<file path="src/rtl/mlft_pkg.sv">
package mlft_pkg;

    localparam int MAC_W          = 48;
    localparam int PORT_W         = 4;
    localparam int MASK_W         = 16;
    localparam int ENTRIES_DEFAULT = 16;
    localparam int PORTS_DEFAULT  = 16;

    localparam logic ACT_LEARN   = 1'b0;
    localparam logic ACT_FORWARD = 1'b1;

endpackage

</file>
<file path="src/rtl/mlft_ram.sv">
module mlft_ram
    import mlft_pkg::*;
#(
    parameter int WIDTH  = MAC_W + PORT_W,
    parameter int DEPTH  = ENTRIES_DEFAULT,
    parameter int ADDR_W = (DEPTH > 1) ? $clog2(DEPTH) : 1
)
(
    input  logic              clk,
    input  logic              we,
    input  logic [ADDR_W-1:0] waddr,
    input  logic [WIDTH-1:0]  wdata,
    input  logic [ADDR_W-1:0] raddr,
    output logic [WIDTH-1:0]  rdata
);

    logic [WIDTH-1:0] mem [DEPTH];
    logic [WIDTH-1:0] rdata_reg;

    always_ff @(posedge clk)
    begin
        if (we)
        begin
            mem[waddr] <= wdata;
        end
        rdata_reg <= mem[raddr];
    end

    assign rdata = rdata_reg;

endmodule

</file>
<file path="src/rtl/mac_learning_forward_table.sv">
// mac address table with source learning and destination lookup
// a result is loaded once the linear scan of the entry ram that follows acceptance ends and the
// output register is free, one entry read per cycle, a hit ends the scan early
// one item at a time; the next item is taken in the cycle after the result is loaded,
// and is taken while the result waits in the output register
// rst_n is asynchronous active low: clears entry count, enable mask and control state;
// entry ram contents stay undefined until written
module mac_learning_forward_table
    import mlft_pkg::*;
#(
    parameter int TABLE_ENTRIES = ENTRIES_DEFAULT,
    parameter int NUM_PORTS     = PORTS_DEFAULT
)
(
    input  logic              clk,
    input  logic              rst_n,
    input  logic              in_valid,
    output logic              in_ready,
    input  logic              action,
    input  logic [MAC_W-1:0]  mac_address,
    input  logic [PORT_W-1:0] ingress_port,
    output logic              out_valid,
    input  logic              out_ready,
    output logic              hit,
    output logic              learned,
    output logic              table_full,
    output logic [PORT_W-1:0] egress_port,
    output logic [MASK_W-1:0] egress_mask,
    input  logic              cfg_wr_en,
    input  logic [MASK_W-1:0] cfg_wr_data
);

    localparam int IDX_W = (TABLE_ENTRIES > 1) ? $clog2(TABLE_ENTRIES) : 1;
    localparam int CNT_W = $clog2(TABLE_ENTRIES + 1);
    localparam int ENT_W = MAC_W + PORT_W;
    localparam logic [MASK_W-1:0] LIMIT_MASK = (NUM_PORTS >= MASK_W) ? {MASK_W{1'b1}}
                                             : MASK_W'((64'd1 << NUM_PORTS) - 64'd1);

    typedef enum logic [2:0]
    {
        ST_IDLE    = 3'b001,
        ST_SCAN    = 3'b010,
        ST_RESOLVE = 3'b100
    } state_t;

    state_t            state_reg, state_next;
    logic [CNT_W-1:0]  count_reg, count_next;
    logic [IDX_W-1:0]  idx_reg, idx_next;
    logic              found_reg, found_next;
    logic [PORT_W-1:0] fport_reg, fport_next;
    logic [MASK_W-1:0] enable_reg;

    logic              act_reg;
    logic [MAC_W-1:0]  mac_reg;
    logic [PORT_W-1:0] iport_reg;

    logic              out_valid_reg, out_valid_next;
    logic              hit_reg, learned_reg, full_reg;
    logic [PORT_W-1:0] eport_reg;
    logic [MASK_W-1:0] emask_reg;

    logic              ram_we;
    logic [IDX_W-1:0]  ram_raddr;
    logic [ENT_W-1:0]  ram_rdata;
    logic [MAC_W-1:0]  rd_mac;
    logic [PORT_W-1:0] rd_port;

    logic              accept;
    logic              load_out;
    logic              is_full;
    logic              res_learned;
    logic              res_full;
    logic [PORT_W-1:0] res_eport;
    logic [MASK_W-1:0] res_emask;

    assign rd_mac  = ram_rdata[MAC_W-1:0];
    assign rd_port = ram_rdata[ENT_W-1:MAC_W];

    assign in_ready = (state_reg == ST_IDLE);
    assign accept   = in_valid && in_ready;
    assign is_full  = (count_reg == CNT_W'(TABLE_ENTRIES));
    assign load_out = (state_reg == ST_RESOLVE) && (!out_valid_reg || out_ready);

    mlft_ram #(
        .WIDTH  (ENT_W),
        .DEPTH  (TABLE_ENTRIES),
        .ADDR_W (IDX_W)
    ) u_ram (
        .clk   (clk),
        .we    (ram_we),
        .waddr (count_reg[IDX_W-1:0]),
        .wdata ({iport_reg, mac_reg}),
        .raddr (ram_raddr),
        .rdata (ram_rdata)
    );

    always_comb
    begin
        state_next = state_reg;
        idx_next   = idx_reg;
        found_next = found_reg;
        fport_next = fport_reg;
        ram_raddr  = '0;
        unique case (state_reg)
            ST_IDLE:
            begin
                if (in_valid)
                begin
                    idx_next   = '0;
                    found_next = 1'b0;
                    fport_next = '0;
                    state_next = (count_reg == '0) ? ST_RESOLVE : ST_SCAN;
                end
            end
            ST_SCAN:
            begin
                if (rd_mac == mac_reg)
                begin
                    found_next = 1'b1;
                    fport_next = rd_port;
                    state_next = ST_RESOLVE;
                end
                else if ((CNT_W'(idx_reg) + CNT_W'(1)) == count_reg)
                begin
                    state_next = ST_RESOLVE;
                end
                else
                begin
                    idx_next  = idx_reg + IDX_W'(1);
                    ram_raddr = idx_reg + IDX_W'(1);
                end
            end
            ST_RESOLVE:
            begin
                if (load_out)
                begin
                    state_next = ST_IDLE;
                end
            end
            default:
            begin
                state_next = ST_IDLE;
            end
        endcase
    end

    always_comb
    begin
        res_learned = 1'b0;
        res_full    = 1'b0;
        res_eport   = '0;
        res_emask   = '0;
        if (act_reg == ACT_LEARN)
        begin
            res_learned = !found_reg && !is_full;
            res_full    = !found_reg && is_full;
        end
        else if (found_reg)
        begin
            res_eport = fport_reg;
            res_emask = (MASK_W'(1) << fport_reg) & LIMIT_MASK;
        end
        else
        begin
            res_emask = enable_reg & LIMIT_MASK;
        end
    end

    assign ram_we     = load_out && res_learned;
    assign count_next = ram_we ? count_reg + CNT_W'(1) : count_reg;

    always_comb
    begin
        out_valid_next = out_valid_reg;
        if (load_out)
        begin
            out_valid_next = 1'b1;
        end
        else if (out_ready)
        begin
            out_valid_next = 1'b0;
        end
    end

    always_ff @(posedge clk or negedge rst_n)
    begin
        if (!rst_n)
        begin
            state_reg     <= ST_IDLE;
            count_reg     <= '0;
            idx_reg       <= '0;
            found_reg     <= 1'b0;
            fport_reg     <= '0;
            enable_reg    <= '0;
            out_valid_reg <= 1'b0;
        end
        else
        begin
            state_reg     <= state_next;
            count_reg     <= count_next;
            idx_reg       <= idx_next;
            found_reg     <= found_next;
            fport_reg     <= fport_next;
            out_valid_reg <= out_valid_next;
            if (cfg_wr_en)
            begin
                enable_reg <= cfg_wr_data;
            end
        end
    end

    always_ff @(posedge clk)
    begin
        if (accept)
        begin
            act_reg   <= action;
            mac_reg   <= mac_address;
            iport_reg <= ingress_port;
        end
        if (load_out)
        begin
            hit_reg     <= found_reg;
            learned_reg <= res_learned;
            full_reg    <= res_full;
            eport_reg   <= res_eport;
            emask_reg   <= res_emask;
        end
    end

    assign out_valid   = out_valid_reg;
    assign hit         = hit_reg;
    assign learned     = learned_reg;
    assign table_full  = full_reg;
    assign egress_port = eport_reg;
    assign egress_mask = emask_reg;

endmodule

</file>
<file path="config.mk">
export PLATFORM = sky130hd
export DESIGN_NAME = mac_learning_forward_table
export DESIGN_NICKNAME = d
export VERILOG_FILES = /design/src/rtl/mlft_pkg.sv /design/src/rtl/mlft_ram.sv /design/src/rtl/mac_learning_forward_table.sv
export SDC_FILE = /design/constraint.sdc
export NUM_CORES = 1
export LEC_CHECK = 0
export BUFFER_PORTS_ARGS = -buffer_cell sky130_fd_sc_hd__buf_2
export CAP_MARGIN = 25
export CORE_UTILIZATION = 30
export DETAILED_ROUTE_END_ITERATION = 10
export GPL_ROUTABILITY_DRIVEN = 0
export SLEW_MARGIN = 10
export SYNTH_ARGS = -nofsm -noshare
export SYNTH_HDL_FRONTEND = slang
export SYNTH_SLANG_ARGS = --single-unit
</file>
<file path="constraint.sdc">
create_clock -name clk -period 7.89 [get_ports clk]
set_input_delay 1.578 -clock clk [delete_from_list [all_inputs] [get_ports clk]]
set_output_delay 1.578 -clock clk [all_outputs]
set_load 0.1 [all_outputs]
</file>
==> impl_metrics.csv <==
group,metric,value,unit
floorplanning,dieArea,129000,um^2
floorplanning,start_util,30.3,%
synth,syn_area_per_cell,17.6,um^2
cts,h-tree-depth,3,
timing,slew_violations,0,
cells_and_area,drive_gt1_share,17.2,%
cells_and_area,final_cells,4006,
placement,io_buffer_count,98,
synth,ys.flop_type,"edfxtp_1",
flow_run,max_cap_violations,0,
synth,mappedNetlistArea,38100,um^2
critical_path,startpoint_type,"flip-flop",
floorplanning,core,126000,um^2
critical_path,required,8.49,ns
critical_path,cp-end-kind,"flip-flop",
synth,synth_edf_count,908,
synth,synth-simple-area-share,3.68,%
floorplanning,ios,99,
cells_and_area,largest_reg_flops,832,
cts,cts_tree,"done",
cts,insertion_delay,0.70,ns
min_path,holdCritPathClass,"reg -> reg",
synth,synth_top_family_by_area,"compound AO/OA/AOI/OAI gates",
synth,synthAdderAreaFrac,0.164,%
route,wl_per_cell,24.2,um
route,first_pass_iters,5,
timing,setup_viol,0,
placement,post-place-ws,2.54,ns
global_route,antenna_found_initial,2,
cts,cts_root_buf,"clkbuf_16",
route,ant_nets,0,
cts,ctsResizeCount,0,
synth,synthCells,2169,
placement,dp_hpwl,55200,um
route,vias,20600,
timing,tightest_slew,1.08,ns
synth,synth-seq-cells,994,
floorplanning,fp-row-count,130,
power_and_ir_drop,power_density,322,nW/um^2
route,drcViolationCount,0,
cells_and_area,n_fill_cell,11900,
critical_path,crit_arrival,5.57,ns
timing,slew_headroom,27.9,%
route,drt_iter0_drc,2012,
global_route,overflow,0,
timing,timing.fmax,0.201,GHz
global_route,grt_util_all_layers,14.9,%
cts,postCtsHoldBufs,0,
synth,yosys.area_share.xor_xnor,1.35,%
cts,post_cts_buffers,0,
synth,synth_nets,2248,
synth,ys_types,50,
synth,yosysWarnings,0,
timing,worst_slack,2.91,ns
synth,seq_area_frac_synth,76.5,%
cells_and_area,antennaDiodeCount,0,
timing,fin_crit,4.98,ns
synth,synth_compound_area_share,8.94,%
route,vias_per_cell,5.15,
cells_and_area,nNetsFinal,2344,
global_route,grt_max_degree,64,
status,status,"finished, final reports clean",
timing,min_period_over_period,63.1,%
route,routed_wl,97000,um
floorplanning,die_w,359,um
timing,skew,0.0525,ns
cts,clk_pin_slew,0.06,ns
cells_and_area,area_delta_synth_final,15.8,%
critical_path,critPathKind,"reg -> reg",
power_and_ir_drop,total_leakage_power,13.5,nW
synth,async_flop_share,3.42,%
global_route,grt_pass1_vias,20700,
power_and_ir_drop,irDropWorstVdd,0.000275,V
power_and_ir_drop,power,14.2,mW
cts,cts_made_buffers,103,
floorplanning,die_y,359,um
cts,cts_sinks,994,
critical_path,cp_max_fo,52,
global_route,grt_pass1_wl,142000,um
cts,cts_buffer_depth,3,
timing,final_hold_viol_count,0,
timing,rsz0062_at_grt,"false",
synth,synth_mux_area_share,7.47,%
timing,tns,0,ns
placement,dp.cells,3809,
## per-stage QoR
stage,util (%),hold WS [ns],area [um^2]
global placement,32.2,0.459,40600
finish,35.1,0.464,44100
global route,35.1,0.495,44100
detailed placement,32.2,0.464,40600
CTS,35.1,0.473,44100
floorplan,-,0.408,38100
## final timing paths
kind                       slack (ns)  cells after the start               to             from
min in group asynchronous        1.00                      1     state_reg[1]            rst_n
min reg2reg                      0.46                      2     fport_reg[0]  u_ram.rdata[48]
min                              0.46                      2     fport_reg[0]  u_ram.rdata[48]
max                              2.91                      9  u_ram.rdata[45]       idx_reg[0]
max in group asynchronous        6.29                      1       idx_reg[0]            rst_n
max reg2reg                      2.91                      9  u_ram.rdata[45]       idx_reg[0]
## cell usage after synthesis, types with 2 or more instances
cell       count  area [um^2]
nor2b_1        5         31.3
o32a_1       104         1040
a2111oi_0     52          455
ha_1           5         62.6
xnor2_1       53          464
dfrtp_1       33          826
and2_1         3         18.8
o31ai_1        2         15.0
buf_1          5         18.8
o221ai_1      52          455
inv_1          4         15.0
mux2_2        68          766
a22o_1         4         35.0
and3_1         4         25.0
xor2_1         3         26.3
nand3b_1       3         22.5
mux2i_1      208         2080
a32o_1         5         50.1
nor2_1        24         90.1
a311oi_1       2         17.5
nand2b_1       7         43.8
nor4_1         3         18.8
nand4_1       66          413
o21ai_1        2         10.0
o21ai_0       70          350
edfxtp_1     908        27300
a32oi_1       52          455
clkbuf_1     140          526
nor3_1         5         25.0
buf_2          3         15.0
nand2_1       34          128
buf_6         14          158
nand3_1      107          536
dfxtp_1       52         1040
o22a_1        52          455
## cell usage in the layout, fill, tap and decap left out, drive strengths merged, types with 3 or more instances in the layout
cell type  count
nor2          24
and2           3
xor2           3
a32oi         52
clkinv        29
o22a          52
o21ai         72
o221ai        52
nor3           5
nor2b          5
o32a         104
dfrtp         33
bufinv        13
nand2         34
and3           4
buf          153
nor4           3
edfxtp       908
nand3        107
a2111oi       52
a32o           5
a22o           4
mux2          68
inv            5
mux2i        208
xnor2         53
dfxtp         52
ha             5
nand3b         3
nand4         66
clkbuf       151
nand2b         7
## layout make-up
type	instances	area (um^2)	area share (%)
clock buffer	151	2870	6.50
clock inverter	45	674	1.53
inverter	4	16.3	0.0368
multi-input combinational	1009	8440	19.1
sequential	994	29200	66.1
tap	1650	2060	4.68
timing repair buffer	153	923	2.09
## worst max-delay path: stages, from the launching register on
cell and delay [ns]:
dfrtp_4 1.00, ha_4 0.63, xor2_1 0.19, nor2_1 0.08, o211a_1 0.23, a311oi_4 0.56
buf_4 0.67, nand3_4 0.91, o22a_1 0.48, nand3_1 0.08
## metal layers
layer | wire length (um) | vias up | share of wire, % | track usage, %
li1 | - | 9155 | - | -
met1 | 43600 | 10600 | 45 | 20.8
met2 | 45800 | 698 | 47 | 23.9
met3 | 5770 | 131 | 5.9 | 2.46
met4 | 1890 | 4 | 1.9 | 3.85
met5 | 28 | - | 0.029 | 0
## where the power goes
group	switching, mW	internal (mW)
clock network	2.05	2.97
registers	0.383	6.19
logic	1.84	0.773
total	4.28	9.93
## kinds of logic after synthesis
| family | after synthesis |
|---|---|
| XOR/XNOR | 57 |
| AND/OR/NAND/NOR | 266 |
| buffers and inverters | 166 |
| AO/OA/AOI/OAI | 405 |
| multiplexers | 276 |
| adder cells (fa/ha/maj) | 5 |
| flip-flops | 994 |
Power figures use the tool's default switching activity.
